**src/hw/rtl/ttk_pkg.sv**
```systemverilog
package ttk_pkg;

   typedef enum logic [1:0] {
      KIND_TICK       = 2'd0,
      KIND_LOAD_DELAY = 2'd1,
      KIND_LOAD_SEC   = 2'd2,
      KIND_LOAD_MIN   = 2'd3
   } kind_type;

   localparam logic [9:0] MS_MAX        = 10'd999;
   localparam logic [5:0] SEC_MAX       = 6'd59;
   localparam logic [5:0] MIN_MAX       = 6'd59;
   localparam logic [4:0] HOUR_MAX      = 5'd23;
   localparam logic [9:0] LED_ONE_LIMIT = 10'd200;
   localparam logic [9:0] LED_TWO_LIMIT = 10'd400;
   localparam logic [9:0] SAMPLE_PERIOD = 10'd4;
   // The period is a power of two, so the multiple test is a mask.
   localparam logic [9:0] SAMPLE_MASK   = SAMPLE_PERIOD - 10'd1;

endpackage

```
**src/hw/rtl/tick_timekeeper_with_countdowns.sv**
```systemverilog
// The result of an item is shown in the cycle after its transfer.
// Throughput: one item per cycle; the state registers are the result register,
// so a new item is taken whenever the shown result is taken or none is shown.
// Reset (synchronous, active high) clears the clock, the tick count, the three
// countdowns, both LEDs, the sample trigger and sample enable; no result is
// shown after reset.
module tick_timekeeper_with_countdowns (
   input  logic        clock,
   input  logic        reset,
   input  logic        req_valid,
   output logic        req_ready,
   input  logic [1:0]  req_kind,
   input  logic [15:0] req_load_value,
   output logic        rsp_valid,
   input  logic        rsp_ready,
   output logic [9:0]  rsp_milliseconds,
   output logic [5:0]  rsp_seconds,
   output logic [5:0]  rsp_minutes,
   output logic [4:0]  rsp_hours,
   output logic [15:0] rsp_delay_remaining,
   output logic [15:0] rsp_second_countdown,
   output logic [15:0] rsp_minute_countdown,
   output logic        rsp_heartbeat_led_one,
   output logic        rsp_heartbeat_led_two,
   output logic        rsp_sample_trigger,
   output logic [15:0] rsp_tick_total,
   input  logic        csr_valid,
   output logic        csr_ready,
   input  logic        csr_sample_enable
);

   logic        sample_enable_ff;
   logic        rsp_valid_ff, rsp_valid_in;
   logic [9:0]  ms_ff, ms_in;
   logic [5:0]  sec_ff, sec_in;
   logic [5:0]  min_ff, min_in;
   logic [4:0]  hour_ff, hour_in;
   logic [15:0] tick_ff, tick_in;
   logic [15:0] delay_ff, delay_in;
   logic [15:0] sec_down_ff, sec_down_in;
   logic [15:0] min_down_ff, min_down_in;
   logic [1:0]  led_ff, led_in;
   logic        trig_ff, trig_in;
   logic        accept;

   assign csr_ready = 1'b1;
   assign req_ready = !rsp_valid_ff || rsp_ready;
   assign accept    = req_valid && req_ready;

   always_comb begin
      rsp_valid_in = rsp_valid_ff;
      ms_in        = ms_ff;
      sec_in       = sec_ff;
      min_in       = min_ff;
      hour_in      = hour_ff;
      tick_in      = tick_ff;
      delay_in     = delay_ff;
      sec_down_in  = sec_down_ff;
      min_down_in  = min_down_ff;
      led_in       = led_ff;
      trig_in      = trig_ff;

      if (rsp_ready) begin
         rsp_valid_in = 1'b0;
      end

      if (accept) begin
         rsp_valid_in = 1'b1;
         trig_in      = 1'b0;
         case (req_kind)
            ttk_pkg::KIND_TICK: begin
               tick_in = tick_ff + 16'd1;
               if (delay_ff != 16'd0) begin
                  delay_in = delay_ff - 16'd1;
               end
               trig_in = sample_enable_ff && ((ms_ff & ttk_pkg::SAMPLE_MASK) == 10'd0);

               // LEDs follow the millisecond value from before this tick.
               if (ms_ff < ttk_pkg::LED_ONE_LIMIT) begin
                  led_in = 2'b01;
               end else if (ms_ff > ttk_pkg::LED_ONE_LIMIT &&
                            ms_ff < ttk_pkg::LED_TWO_LIMIT) begin
                  led_in = 2'b10;
               end else begin
                  led_in = 2'b00;
               end

               if (ms_ff >= ttk_pkg::MS_MAX) begin
                  ms_in = 10'd0;
                  if (sec_down_ff != 16'd0) begin
                     sec_down_in = sec_down_ff - 16'd1;
                  end
                  if (sec_ff >= ttk_pkg::SEC_MAX) begin
                     sec_in = 6'd0;
                     if (min_down_ff != 16'd0) begin
                        min_down_in = min_down_ff - 16'd1;
                     end
                     if (min_ff >= ttk_pkg::MIN_MAX) begin
                        min_in = 6'd0;
                        if (hour_ff >= ttk_pkg::HOUR_MAX) begin
                           hour_in = 5'd0;
                        end else begin
                           hour_in = hour_ff + 5'd1;
                        end
                     end else begin
                        min_in = min_ff + 6'd1;
                     end
                  end else begin
                     sec_in = sec_ff + 6'd1;
                  end
               end else begin
                  ms_in = ms_ff + 10'd1;
               end
            end
            ttk_pkg::KIND_LOAD_DELAY: begin
               delay_in = req_load_value;
            end
            ttk_pkg::KIND_LOAD_SEC: begin
               sec_down_in = req_load_value;
            end
            ttk_pkg::KIND_LOAD_MIN: begin
               min_down_in = req_load_value;
            end
            default: begin
               min_down_in = req_load_value;
            end
         endcase
      end
   end

   always_ff @(posedge clock) begin
      if (reset) begin
         sample_enable_ff <= 1'b0;
         rsp_valid_ff     <= 1'b0;
         ms_ff            <= '0;
         sec_ff           <= '0;
         min_ff           <= '0;
         hour_ff          <= '0;
         tick_ff          <= '0;
         delay_ff         <= '0;
         sec_down_ff      <= '0;
         min_down_ff      <= '0;
         led_ff           <= '0;
         trig_ff          <= 1'b0;
      end else begin
         if (csr_valid) begin
            sample_enable_ff <= csr_sample_enable;
         end
         rsp_valid_ff <= rsp_valid_in;
         ms_ff        <= ms_in;
         sec_ff       <= sec_in;
         min_ff       <= min_in;
         hour_ff      <= hour_in;
         tick_ff      <= tick_in;
         delay_ff     <= delay_in;
         sec_down_ff  <= sec_down_in;
         min_down_ff  <= min_down_in;
         led_ff       <= led_in;
         trig_ff      <= trig_in;
      end
   end

   // The state registers hold the state after the last item, which is the result.
   assign rsp_valid             = rsp_valid_ff;
   assign rsp_milliseconds      = ms_ff;
   assign rsp_seconds           = sec_ff;
   assign rsp_minutes           = min_ff;
   assign rsp_hours             = hour_ff;
   assign rsp_delay_remaining   = delay_ff;
   assign rsp_second_countdown  = sec_down_ff;
   assign rsp_minute_countdown  = min_down_ff;
   assign rsp_heartbeat_led_one = led_ff[0];
   assign rsp_heartbeat_led_two = led_ff[1];
   assign rsp_sample_trigger    = trig_ff;
   assign rsp_tick_total        = tick_ff;

endmodule

```
**config.mk**
```make
export PLATFORM = sky130hd
export DESIGN_NAME = tick_timekeeper_with_countdowns
export DESIGN_NICKNAME = d
export VERILOG_FILES = /design/src/hw/rtl/ttk_pkg.sv /design/src/hw/rtl/tick_timekeeper_with_countdowns.sv
export SDC_FILE = /design/constraint.sdc
export NUM_CORES = 1
export LEC_CHECK = 0
export ABC_AREA = 1
export BUFFER_PORTS_ARGS = -buffer_cell sky130_fd_sc_hd__buf_4
export CORE_UTILIZATION = 50
export CTS_CLUSTER_SIZE = 12
export DETAILED_ROUTE_END_ITERATION = 8
export PLACE_DENSITY = 0.76
export SYNTH_ARGS = -nofsm -noshare
export SYNTH_HDL_FRONTEND = slang
export SYNTH_SLANG_ARGS = --single-unit
```
**constraint.sdc**
```tcl
create_clock -name clock -period 1.8 [get_ports clock]
set_input_delay 0.09 -clock clock [delete_from_list [all_inputs] [get_ports clock]]
set_output_delay 0.09 -clock clock [all_outputs]
set_load 0.005 [all_outputs]
```
* Word level (Yosys, flattened, before mapping)
Index checks and enable logic that the tools add are counted.
** Cells by class
- $add $sub $neg :: 8
- Reduce and logical (&&, ||, !) cells :: 21
- Mux-type cells :: 18
- Magnitude comparators :: 7
- Equal/unequal tests :: 8
** Operators with widths (number)
- $mux W16 :: 6
- $pmux W16 S2 :: 3
- $reduce_bool A16 Y1 :: 3
- $sub A16 B1 Y16 const B :: 3
- $add A16 B1 Y16 const B :: 1
- $add A6 B1 Y6 const B :: 2
- $ge A6 B6 Y1 const B :: 2
- $mux W6 :: 2
- $add A10 B1 Y10 const B :: 1
- $ge A10 B10 Y1 const B :: 1
- $gt A10 B8 Y1 const B :: 1
- $logic_not A10 Y1 :: 1
- $lt A10 B8 Y1 const B :: 1
- $lt A10 B9 Y1 const B :: 1
- $mux W10 :: 1
- $ne A2 B2 Y1 const B :: 5
- $reduce_and A5 Y1 :: 2
- $reduce_and A4 Y1 :: 2
- $reduce_bool A2 Y1 :: 4
- $reduce_and A3 Y1 :: 2
- $add A5 B1 Y5 const B :: 1
- $ge A5 B5 Y1 const B :: 1
- $mux W5 :: 1
- $eq A2 B2 Y1 const B :: 2
- other kinds (8) :: 13
** Storage, ports and cells
- Word-level logic and storage cells :: 74
- Register bits :: 96
- Input port bits :: 24
- Output and inout bits :: 97

* Depth between registers and ports, before layout
Gate-level depths: netlist of run 1.
- Depth in word-level cells :: 5
- Depth in mapped cells :: 11
- Depth with buffers taken out :: 11

* Least setup slack after synthesis of run 1
OpenSTA, ideal clock, no wires.
- Path kind :: register -> register
- Start point :: register sec_ff[0], in the netlist rsp_seconds[0]
- End point :: register min_down_ff[14], in the netlist rsp_minute_countdown[14]
- Cell stages (with the launch flop) :: 12
- Buffers on the path :: 1
- Arrival :: 1.482 ns
- Setup slack :: 0.246 ns
- Cells stage by stage :: dfxtp_1 -> ha_1 -> nor2_1 -> nor2_4 -> nand2_2 -> clkinv_1 -> nand2_2 -> nand2_1 -> nand2_2 -> buf_6 -> nand2_1 -> a21oi_1
** On the way
- Cells in the longest elaborated chain, start to end :: 3
** RTL lines
- start, declared :: line tick_timekeeper_with_countdowns.sv:35 : logic [5:0] sec_ff, sec_in;
- start signal, assigned :: line tick_timekeeper_with_countdowns.sv:151 : sec_ff <= sec_in;
- $ge A6 B6 Y1 :: line tick_timekeeper_with_countdowns.sv:93 : if (sec_ff >= ttk_pkg::SEC_MAX) begin
- $ne A2 B2 Y1 (no source line)
- $reduce_and A5 Y1 (no source line)
- end signal, assigned :: line tick_timekeeper_with_countdowns.sv:157 : min_down_ff <= min_down_in;
- end, declared :: line tick_timekeeper_with_countdowns.sv:41 : logic [15:0] min_down_ff, min_down_in;
No other way between the ends.
A chain may end at the register's enable or synchronous reset.

* Worst setup path after layout of run 1
- Start point :: register delay_ff[0], in the netlist rsp_delay_remaining[0]
- End point :: register delay_ff[4], in the netlist rsp_delay_remaining[4]
** On the way
- Cells in the longest elaborated chain, start to end :: 3
** RTL lines
- start, declared :: line tick_timekeeper_with_countdowns.sv:39 : logic [15:0] delay_ff, delay_in;
- start signal, assigned :: line tick_timekeeper_with_countdowns.sv:155 : delay_ff <= delay_in;
- $sub A16 B1 Y16 / $reduce_bool A16 Y1 (equally long branches) :: line tick_timekeeper_with_countdowns.sv:74, tick_timekeeper_with_countdowns.sv:73
- $mux W16 / $ne A2 B2 Y1 (equally long branches)
- $pmux W16 S2 / $reduce_and A3 Y1 (equally long branches)
Several ways; a longest one is shown, not always the timed one. The select of a mux whose other input is x is not followed.

==> results of run 1 <==
kinds of logic after synthesis:
logic type / Yosys count / synth area share
xor gates and xnor gates: 15 / 0.02233
adders and majority gates: 12 / 0.02551
AOI/OAI and AO/OA: 149 / 0.1371
other: 1 / 0.0006373
buffers and inverters: 123 / 0.08867
and+or+nand+nor: 535 / 0.3991
DFF: 96 / 0.3266
where the power goes:
group / leakage (nW) / internal [mW] / switching (mW)
logic: 2.64 / 0.590 / 0.865
registers: 0.779 / 2.21 / 0.107
clock network: 0.150 / 1.11 / 0.941
final cells by class:
| type | instances | share of cell area |
|---|---|---|
| tap | 143 | 0.02393 |
| clock inverter | 7 | 0.01155 |
| timing repair buffer | 159 | 0.1637 |
| multi-input combinational | 712 | 0.4644 |
| clock buffer | 9 | 0.03012 |
| inverter | 98 | 0.04920 |
| sequential | 96 | 0.2572 |
what timing repair did:
action,4_1_cts,5_1_grt
hold endpoints to repair,1,0
endpoints found under the setup margin,0,21
hold buffers,2,0
resized for setup,0,9
final timing paths:
| check | startpoint | end | slack (ns) | cells after the start |
|---|---|---|---|---|
| worst max register to register | rsp_delay_remaining[0]$_SDFFE_PP0P_ | rsp_delay_remaining[4]$_SDFFE_PP0P_ | 0.11 | 7 |
| worst max-delay path | rsp_delay_remaining[0]$_SDFFE_PP0P_ | rsp_delay_remaining[4]$_SDFFE_PP0P_ | 0.11 | 7 |
| worst min register to register | led_ff[1]$_SDFFE_PP0P_ | led_ff[1]$_SDFFE_PP0P_ | 0.47 | 2 |
| worst min-delay path | req_valid | rsp_valid$_SDFFE_PP0P_ | 0.05 | 3 |
stage by stage:
| step | hold WS, ns | utilization |
|---|---|---|
| after floorplan | 0.1841 | - |
| after global placement | 0.2785 | 0.6203 |
| after detailed placement | 0.2876 | 0.6203 |
| after CTS | 0.04157 | 0.6492 |
| after global routing | 0.04522 | 0.6520 |
| final | 0.05470 | 0.6520 |
flip-flops by register name, summed over array words and instances (netlist names):
name / flops
rsp_hours: 5
rsp_tick_total: 16
rsp_milliseconds: 10
rsp_second_countdown: 16
rsp_sample_trigger: 1
rsp_valid: 1
sample_enable_ff: 1
rsp_minute_countdown: 16
rsp_delay_remaining: 16
led_ff: 2
rsp_seconds: 6
rsp_minutes: 6
worst reg2reg max path, cell delays in order, from the launching register on:
cell and delay (ns):
dfxtp_1 0.33, inv_1 0.12, ha_1 0.22, nand2_1 0.13, nor3_1 0.35, a21oi_1 0.06, or2_2 0.29, a21oi_1 0.13
cells in the mapped netlist:
master and number:
conb_1 1, and2_1 1, or2_2 4, buf_4 6, xor2_1 9, a31oi_1 1
xnor2_1 6, o21a_1 1, nor2_4 6, nor2_1 135, o31ai_1 1, a21oi_1 70
nand3_2 5, a21oi_4 2, dfxtp_1 96, inv_2 4, a22oi_1 1, a21boi_0 1
a211oi_1 2, nor2_2 4, and3_1 1, buf_2 6, nor3b_1 3, nand4_1 12
nor3_1 18, buf_1 2, clkbuf_1 7, o211ai_1 2, o21bai_1 1, nand2_4 4
nand3_1 66, nand2_2 6, nor2_8 1, o21ai_1 2, or2_0 1, nand2_1 263
clkinv_1 2, ha_1 12, buf_6 4, o21ai_0 61, inv_1 92, nand3b_1 4
nand3_4 1, a21oi_2 4
routing by layer:
| layer | vias up | global-route usage |
|---|---|---|
| met2 | 212 | 0.4559 |
| li1 | 3281 | - |
| met4 | 0 | 0.1156 |
| met5 | - | 0 |
| met3 | 36 | 0.06312 |
| met1 | 2904 | 0.3509 |
==> out/results.ini, run 1 <==
[sta]
rsz0062_at_grt = true
clock.fmax_mhz = 590.8
fin_setup_tns_ns = 0
relSlewSlack = 0.6514
hold_viol_final = 0
tightest_slew_ns = 0.5224
setup_slack_ns = 0.1073
finClkSkew_ns = 0.008287
finalMaxSlewViolations = 0
setup_viol = 0
period_needed_ns = 1.693
period_share = 0.9404

[die]
fp.dieH_um = 110.5
start_util = 0.5131
die_w_um = 110.5
num_rows = 39
fp.dieArea_um2 = 12210
ioPinCount = 121
core_um2 = 11470

[setup_path]
crit_path_top_delay_cell = nor3_1
crit_path_max_fanout = 4
end_kind = flip-flop
required_ns = 2.09
crit_buf_inv = 1
arrival_ns = 1.98
startpoint_type = flip-flop
slowest_delay_ns = 0.34
crit_family = simple AND/OR/NAND/NOR gates
critPathKind = flip-flop to flip-flop
crit_path_frequent_cell = a21oi_1
crit_path_cell_trace = inv_1, ha_1, nand2_1, nor3_1, a21oi_1, or2_2, a21oi_1

[clock_tree]
numCtsBuffers = 9
cts_root_buf = clkbuf_16
cts_buffer_depth = 2
clock_sinks = 96
post-cts-setup-buffer-count = 0
cts_tree = yes
clk_pin_slew_ns = 0.08
cts-htree-levels = 3
insertion_delay_ns = 0.36

[layout]
final_common_cell = nand2_1
final_cell_mix = nand2_1 (261), buf_4 (155), nor2_1 (133), dfxtp_1 (95), inv_1 (92)
num_antenna_cells = 0
fin_area_um2 = 7477
multiInputGateArea_um2 = 3472
drive_above_1_share = 0.2035
fin_nets = 1112
syn_to_final_growth_pct = 27.07
finalNonFillerCells = 1224
fill_cells = 1070
ff_latch_area_um2 = 1923

[routing]
viasPerCell = 5.256
wl_met2_um = 7701
ant_nets = 0
drt_iter0_drc = 528
routed_wl_um = 16770
drt_first_pass_iters = 7
top_layer = met4
wl_met3_um = 1173
num_vias = 6433
met1Wirelength_um = 7409
drc = 0
wire_per_inst_um = 13.70

[place]
portBuffers = 119
dp_cells = 1206
place_congestion = 0.9355
dp_slack_ns = 0.05905
dpl-instance-area_um2 = 7113
place.detailed.hpwl_um = 12510

[pwr]
fin_total_pwr_mw = 5.819
ir_drop_mv = 0.5428
powerDensity_nw_per_um2 = 778.2
p_leak_nw = 3.574

[job]
maxCapViolations = 0

[synth]
synth_area_leaders = dfxtp_1 (33%), nand2_1 (17%), nor2_1 (8.6%)
yosys.area.top_type = dfxtp_1
synth_cell_type_count = 44
syn_area_um2 = 5884
ys_seq_area_frac = 0.3266
synth_top_cell_area_share = 0.3266
ys_ff_latch = 96
syn_inst = 931
synth_nets = 967
synth_warnings = 0
avgSynthCellArea_um2 = 6.321

[grt]
grt_util_all_layers = 0.2780
grt_pass1_vias = 5802
antenna_found_initial = 0
grt_pass1_wl_um = 27680
grt_overflow_total = 0
grt_max_degree = 41

[status]
outcome = completed

[hold_path]
worstHoldPathType = input pin to flip-flop

No activity file was read; power rests on OpenSTA's default activity.
==> run 2, diff against run 1 <==
--- a/config.mk
+++ b/config.mk
@@ -5,12 +5,11 @@
 export SDC_FILE = /design/constraint.sdc
 export NUM_CORES = 1
 export LEC_CHECK = 0
-export ABC_AREA = 1
 export BUFFER_PORTS_ARGS = -buffer_cell sky130_fd_sc_hd__buf_4
-export CORE_UTILIZATION = 50
+export CORE_UTILIZATION = 35
 export CTS_CLUSTER_SIZE = 12
 export DETAILED_ROUTE_END_ITERATION = 8
-export PLACE_DENSITY = 0.76
+export PLACE_DENSITY = 0.58
 export SYNTH_ARGS = -nofsm -noshare
 export SYNTH_HDL_FRONTEND = slang
 export SYNTH_SLANG_ARGS = --single-unit
==> run 2 against run 1 <==
Against the previous run:
- the run now ends with negative setup slack left
- power rose by 16%
- die area rose by 33%
- routed wire length rose by 31%
- sequential power barely moved
- cell count fell by 1.8%
- utilization fell by 4.6 points
- sequential share of layout area fell by 4.6 points
- sequential cell count did not move
- clock power fell by 3%
- combinational power rose by 70%
- largest cell class unchanged
==> out/results.ini, run 2 <==
[setup_path]
startpoint_type = flip-flop
arrival_ns = 2.30
critPathKind = flip-flop to flip-flop
crit_path_max_fanout = 5
end_kind = flip-flop
reg2reg_depth = 6
required_ns = 2.08

[job]
maxCapViolations = 0

[routing]
drt_iter0_drc = 385
num_vias = 6898
wl_met3_um = 1696
met1Wirelength_um = 8890
ant_nets = 0
wire_per_inst_um = 18.27
drt_first_pass_iters = 5
wl_met2_um = 10690
drc = 0
viasPerCell = 5.739
routed_wl_um = 21960
top_layer = met4

[place]
dp_cells = 1159
place.detailed.hpwl_um = 15400
portBuffers = 119
place_congestion = 0.9132
dpl-instance-area_um2 = 7969

[clock_tree]
cts-htree-levels = 3
numCtsBuffers = 9
cts_buffer_depth = 2
cts_root_buf = clkbuf_16
insertion_delay_ns = 0.36
cts_tree = yes
clk_pin_slew_ns = 0.07
clock_sinks = 96

[sta]
setup_slack_ns = -0.2255
rsz0062_at_grt = true
tightest_slew_ns = 0.5091
clock.fmax_mhz = 493.7
hold_viol_final = 0
fin_setup_tns_ns = -5.853
finClkSkew_ns = 0.006030
finalMaxSlewViolations = 0
period_share = 1.125
period_needed_ns = 2.025
setup_viol = 53
relSlewSlack = 0.6606

[grt]
grt_pass1_vias = 6571
grt_pass1_wl_um = 33750
grt_util_all_layers = 0.2625
grt_overflow_total = 0
antenna_found_initial = 0
grt_max_degree = 36

[pwr]
p_sw_mw = 2.261
powerDensity_nw_per_um2 = 728.3
pwr-share-seq = 0.338
ir_drop_mv = 0.5442
pwr-share-clk = 0.296
p_leak_nw = 3.729
swShare = 0.3356
pwr-share-comb = 0.366
internal_power_mw = 4.477

[synth]
avgSynthCellArea_um2 = 7.694
synth-xor-area-share = 0.03816
synthMuxAreaShare = 0.003634
synth_top_cell_area_share = 0.3489
synth-compound-area-share = 0.2641
async_flop_share = 0
netlist_top_cells_count = dfxtp_1 (96), nand2_1 (80), a21oi_1 (67)
synthAdderAreaFrac = 0.02725
yosys.area.top_type = dfxtp_1
synth_nets = 752
synth_warnings = 0
synth-simple-area-share = 0.2607
syn_inst = 716
ys.flop_type = dfxtp_1
synth_most_common_cell = dfxtp_1
ys_ff_latch = 96
synth_cell_type_count = 65
synth_area_leaders = dfxtp_1 (35%), a21oi_1 (6.1%), nand2_1 (5.5%)
synth_top_family_by_area = compound AO/OA/AOI/OAI gates
ys_seq_area_frac = 0.3489
syn_area_um2 = 5509
synth-edff-count = 0

[layout]
num_antenna_cells = 0
postLayoutCoreUtil = 0.6063
syn_to_final_growth_pct = 67.93
drive_above_1_share = 0.4854
fin_nets = 1022
finalNonFillerCells = 1202
final_cell_mix = buf_4 (276), dfxtp_1 (79), nand2_1 (74), a21oi_1 (50), nor2_1 (49)
final_common_cell = buf_4
fin_area_um2 = 9251
fill_cells = 1321

[hold_path]
hold_depth = 3
worstHoldPathType = input pin to flip-flop

[die]
num_rows = 45
core_um2 = 15260
ioPinCount = 121
start_util = 0.3610
die_w_um = 127.5
fp.dieArea_um2 = 16250
fp.dieH_um = 127.5

[status]
violations = negative setup slack
outcome = finished with violations

==> run 2: changes by cell type in the layout (fill, tap and decap cells not counted), moves of 38 or more <==
cell,previous run,this run
nand2_1,261,74
buf_4,155,276
nor2_1,133,49
inv_1,92,24
nand3_1,66,20
o21ai_0,61,23
==> run 2: layer usage <==
layer  up-vias  global-route usage
met1      3340              0.3149
met3        49             0.05988
met2       296              0.4526
met5         -                   0
met4         0              0.1050
li1       3213                   -
==> run 2: final timing paths <==
path	start	slack, ns	end
setup reg to reg	rsp_delay_remaining[3]$_SDFFE_PP0P_	-0.23	rsp_delay_remaining[12]$_SDFFE_PP0P_
hold / removal	req_valid	0.03	rsp_valid$_SDFFE_PP0P_
setup / recovery	rsp_delay_remaining[3]$_SDFFE_PP0P_	-0.23	rsp_delay_remaining[12]$_SDFFE_PP0P_
hold reg to reg	led_ff[0]$_SDFFE_PP0P_	0.48	led_ff[0]$_SDFFE_PP0P_
==> run 2: worst max-delay path: stages (launching register included) <==
cell and delay (ns):
dfxtp_2 0.32, or4_4 0.54, buf_6 0.13, or4_4 0.52
o21ai_2 0.16, a21oi_2 0.08, a211oi_2 0.20
==> run 2: what timing repair did <==
item | 4_1_cts | 5_1_grt
hold buffers | 2 | 0
gates resized for setup | 87 | 87
pin swaps | 38 | 39
cloned | 4 | 0
setup buffers | 16 | 7
setup endpoints to repair | 55 | 74
endpoints found under the hold margin | 1 | 0
==> run 2: power by group through the flow <==
stage          Combinational [mW]  Clock [mW]  Sequential, mW
6_report                     2.46        1.99            2.28
5_1_grt                      2.63        2.13            2.29
4_1_cts                      2.25        2.01            2.27
3_5_place_dp                 1.95           0            2.32
3_3_place_gp                 1.92           0            2.32
2_1_floorplan                1.02           0            2.36
==> run 2: cell type report <==
class                           count  area, um2  share of cell area
Clock buffer                       11      232.7             0.02516
Multi-Input combinational cell    546       4153              0.4489
Sequential cell                    96       1953              0.2111
Clock inverter                      5      65.06            0.007033
Inverter                           25      93.84             0.01014
Tap cell                          211      264.0             0.02854
Timing Repair Buffer              308       2490              0.2691
==> run 2: kinds of logic (layout without fill, tap and decap cells) <==
group,count (synthesis),count (layout)
xor gates and xnor gates,24,24
and+or+nand+nor,282,283
buffers and inverters,76,349
adders and majority gates,12,12
DFF,96,96
muxes,2,2
other,1,1
AOI/OAI and AO/OA,223,224
==> run 2: metrics by stage <==
| step | setup WS [ns] | power [mW] | hold slack (ns) |
|---|---|---|---|
| final | -0.2255 | 6.738 | 0.02732 |
| after global routing | -0.2549 | 7.045 | 0.02313 |
| after CTS | -0.1989 | 6.535 | 0.01849 |
| after detailed placement | -0.2205 | 4.267 | 0.3544 |
| after global placement | -0.1662 | 4.232 | 0.3236 |
| after floorplan | -0.2722 | 3.386 | 0.2371 |
==> run 3, diff against run 2 <==
--- a/config.mk
+++ b/config.mk
@@ -5,11 +5,11 @@
 export SDC_FILE = /design/constraint.sdc
 export NUM_CORES = 1
 export LEC_CHECK = 0
-export BUFFER_PORTS_ARGS = -buffer_cell sky130_fd_sc_hd__buf_4
 export CORE_UTILIZATION = 35
 export CTS_CLUSTER_SIZE = 12
 export DETAILED_ROUTE_END_ITERATION = 8
-export PLACE_DENSITY = 0.58
+export DONT_BUFFER_PORTS = 1
+export PLACE_DENSITY = 0.51
 export SYNTH_ARGS = -nofsm -noshare
 export SYNTH_HDL_FRONTEND = slang
 export SYNTH_SLANG_ARGS = --single-unit
==> run 3 against run 2 <==
Against the previous run:
- the run ends with negative hold slack, negative setup slack left
- maximum frequency is 1.9% higher
- clock-buffer cell count is 2 higher
- combinational power decreased by 13%
- hold slack got worse by 0.24 ns
- utilization fell by 5.6 points
- sequential power about the same
- power down 2.6%
- final area decreased by 9.2%
- critical endpoint is now rsp_minute_countdown[11]$_SDFFE_PP0P_
- critical path type unchanged
==> out/results.ini, run 3 (same netlist as run 2, synthesis figures left out) <==
[sta]
finalMaxSlewViolations = 0
setup_viol = 52
clock.fmax_mhz = 503.1
hold_viol_final = 72
period_needed_ns = 1.988
finClkSkew_ns = 0.01157
relSlewSlack = 0.3984
hold_slack_ns = -0.2106
rsz0062_at_grt = true
setup_slack_ns = -0.1878
tightest_slew_ns = 0.9002
period_share = 1.104

[routing]
drt_first_pass_iters = 4
drc = 0
wire_per_inst_um = 19.38
drt_iter0_drc = 428
ant_nets = 0
routed_wl_um = 20990
viasPerCell = 5.802
num_vias = 6284

[setup_path]
required_ns = 2.07
crit_path_cell_trace = ha_4, a211o_4, a311o_1, nand2_4, buf_12, buf_4, a211oi_1, o32ai_1
crit_path_top_delay_cell = a311o_1
arrival_ns = 2.25
critPathKind = flip-flop to flip-flop
crit_path_max_fanout = 8
end_kind = flip-flop
startpoint_type = flip-flop
slowest_delay_ns = 0.39

[layout]
syn_to_final_growth_pct = 52.53
fin_nets = 903
final_cell_mix = buf_4 (159), dfxtp_1 (78), nand2_1 (68), nor2_1 (49), a21oi_1 (47)
final_common_cell = buf_4
num_antenna_cells = 0
postLayoutCoreUtil = 0.5507
drive_above_1_share = 0.4232

[die]
fp.dieH_um = 127.5
die_w_um = 127.5
start_util = 0.3610
fp.dieArea_um2 = 16250
num_rows = 45
ioPinCount = 121
core_um2 = 15260

[clock_tree]
clk_pin_slew_ns = 0.07
insertion_delay_ns = 0.36
clock_sinks = 96
ctsHoldBuffers = 3
cts_buffer_depth = 2
numCtsBuffers = 9
cts_root_buf = clkbuf_16
cts_tree = yes
cts-htree-levels = 3

[grt]
grt_overflow_total = 0
grt_pass1_wl_um = 32290
grt_util_all_layers = 0.2555
antenna_found_initial = 0
grt_max_degree = 79
grt_pass1_vias = 6108

[place]
place_congestion = 0.9060
portBuffers = 0
dp_slack_ns = -0.2569
place.detailed.hpwl_um = 14300

[job]
maxCapViolations = 0

[pwr]
pwr-share-seq = 0.346
powerDensity_nw_per_um2 = 781.0
p_sw_mw = 2.065
ir_drop_mv = 0.5498
swShare = 0.3147
fin_total_pwr_mw = 6.563
internal_power_mw = 4.498
pwr-share-clk = 0.328
pwr-share-comb = 0.326
p_leak_nw = 3.156

[status]
violations = negative hold slack, negative setup slack
outcome = finished with violations

[hold_path]
worstHoldPathType = input pin to flip-flop

-- run 3: routing by layer --
| layer | GRT usage | vias to the layer above | share of wire |
|---|---|---|---|
| met3 | 0.07789 | 42 | 0.081 |
| met4 | 0.1218 | 0 | 0.031 |
| met2 | 0.4217 | 223 | 0.48 |
| met1 | 0.3022 | 3036 | 0.41 |
| met5 | 0 | - | 0 |
| li1 | - | 2983 | - |
-- run 3: path summary, 6_finish.rpt --
check / start / endpoint / slack, ns / cells past startpoint
setup / recovery: rsp_milliseconds[1]$_SDFFE_PP0P_ / rsp_minute_countdown[11]$_SDFFE_PP0P_ / -0.19 / 8
setup reg to reg: rsp_milliseconds[1]$_SDFFE_PP0P_ / rsp_minute_countdown[11]$_SDFFE_PP0P_ / -0.19 / 8
hold / removal: reset / rsp_delay_remaining[11]$_SDFFE_PP0P_ / -0.21 / 1
hold reg to reg: sample_enable_ff$_SDFFE_PP0P_ / rsp_sample_trigger$_SDFFE_PP0P_ / 0.48 / 2
-- run 3: what timing repair did --
| action | in CTS | in global routing |
|---|---|---|
| pin swaps | 46 | 34 |
| setup buffers | 16 | 8 |
| gates resized for setup | 89 | 91 |
| gates cloned | 7 | 0 |
| hold endpoints to repair | 77 | 73 |
| setup endpoints to repair | 58 | 63 |
-- run 3: final cells by class --
| class | count | area [um2] |
|---|---|---|
| Multi-Input combinational cell | 547 | 4161 |
| Clock buffer | 13 | 260.3 |
| Inverter | 25 | 93.84 |
| Clock inverter | 3 | 65.06 |
| Timing Repair Buffer | 188 | 1604 |
| Fill cell | 1389 | 6855 |
| Sequential cell | 96 | 1954 |
| Tap cell | 211 | 264.0 |
-- run 3: power by group through the flow --
stage                     Sequential (mW)  Combinational, mW  Clock [mW]
final                                2.27               2.14        2.15
after global routing                 2.28               2.30        2.28
after CTS                            2.27               1.93        2.20
after detailed placement             2.31               1.68           0
after global placement               2.31               1.66           0
after floorplan                      2.36               1.02           0
-- run 3: critical path, delay by kind of cell (launching register included) --
| kind | cells | cell delay [ns] |
|---|---|---|
| DFF | 1 | 0.36 |
| adders and majority gates | 1 | 0.16 |
| and+or+nand+nor | 1 | 0.13 |
| AOI/OAI and AO/OA | 4 | 1.01 |
| buffers and inverters | 2 | 0.24 |
-- run 3: stage by stage --
step                      hold slack (ns)  TNS, ns  std cells  instance area (um2)
final                             -0.2106   -5.201       1083                 8403
after global routing              -0.2188   -8.464       1083                 8403
after CTS                         -0.2185   -6.279       1078                 7935
after detailed placement           0.1675   -7.143       1037                 7015
after global placement             0.1686   -5.172       1037                 7015
after floorplan                    0.2371   -2.967        716                 5774
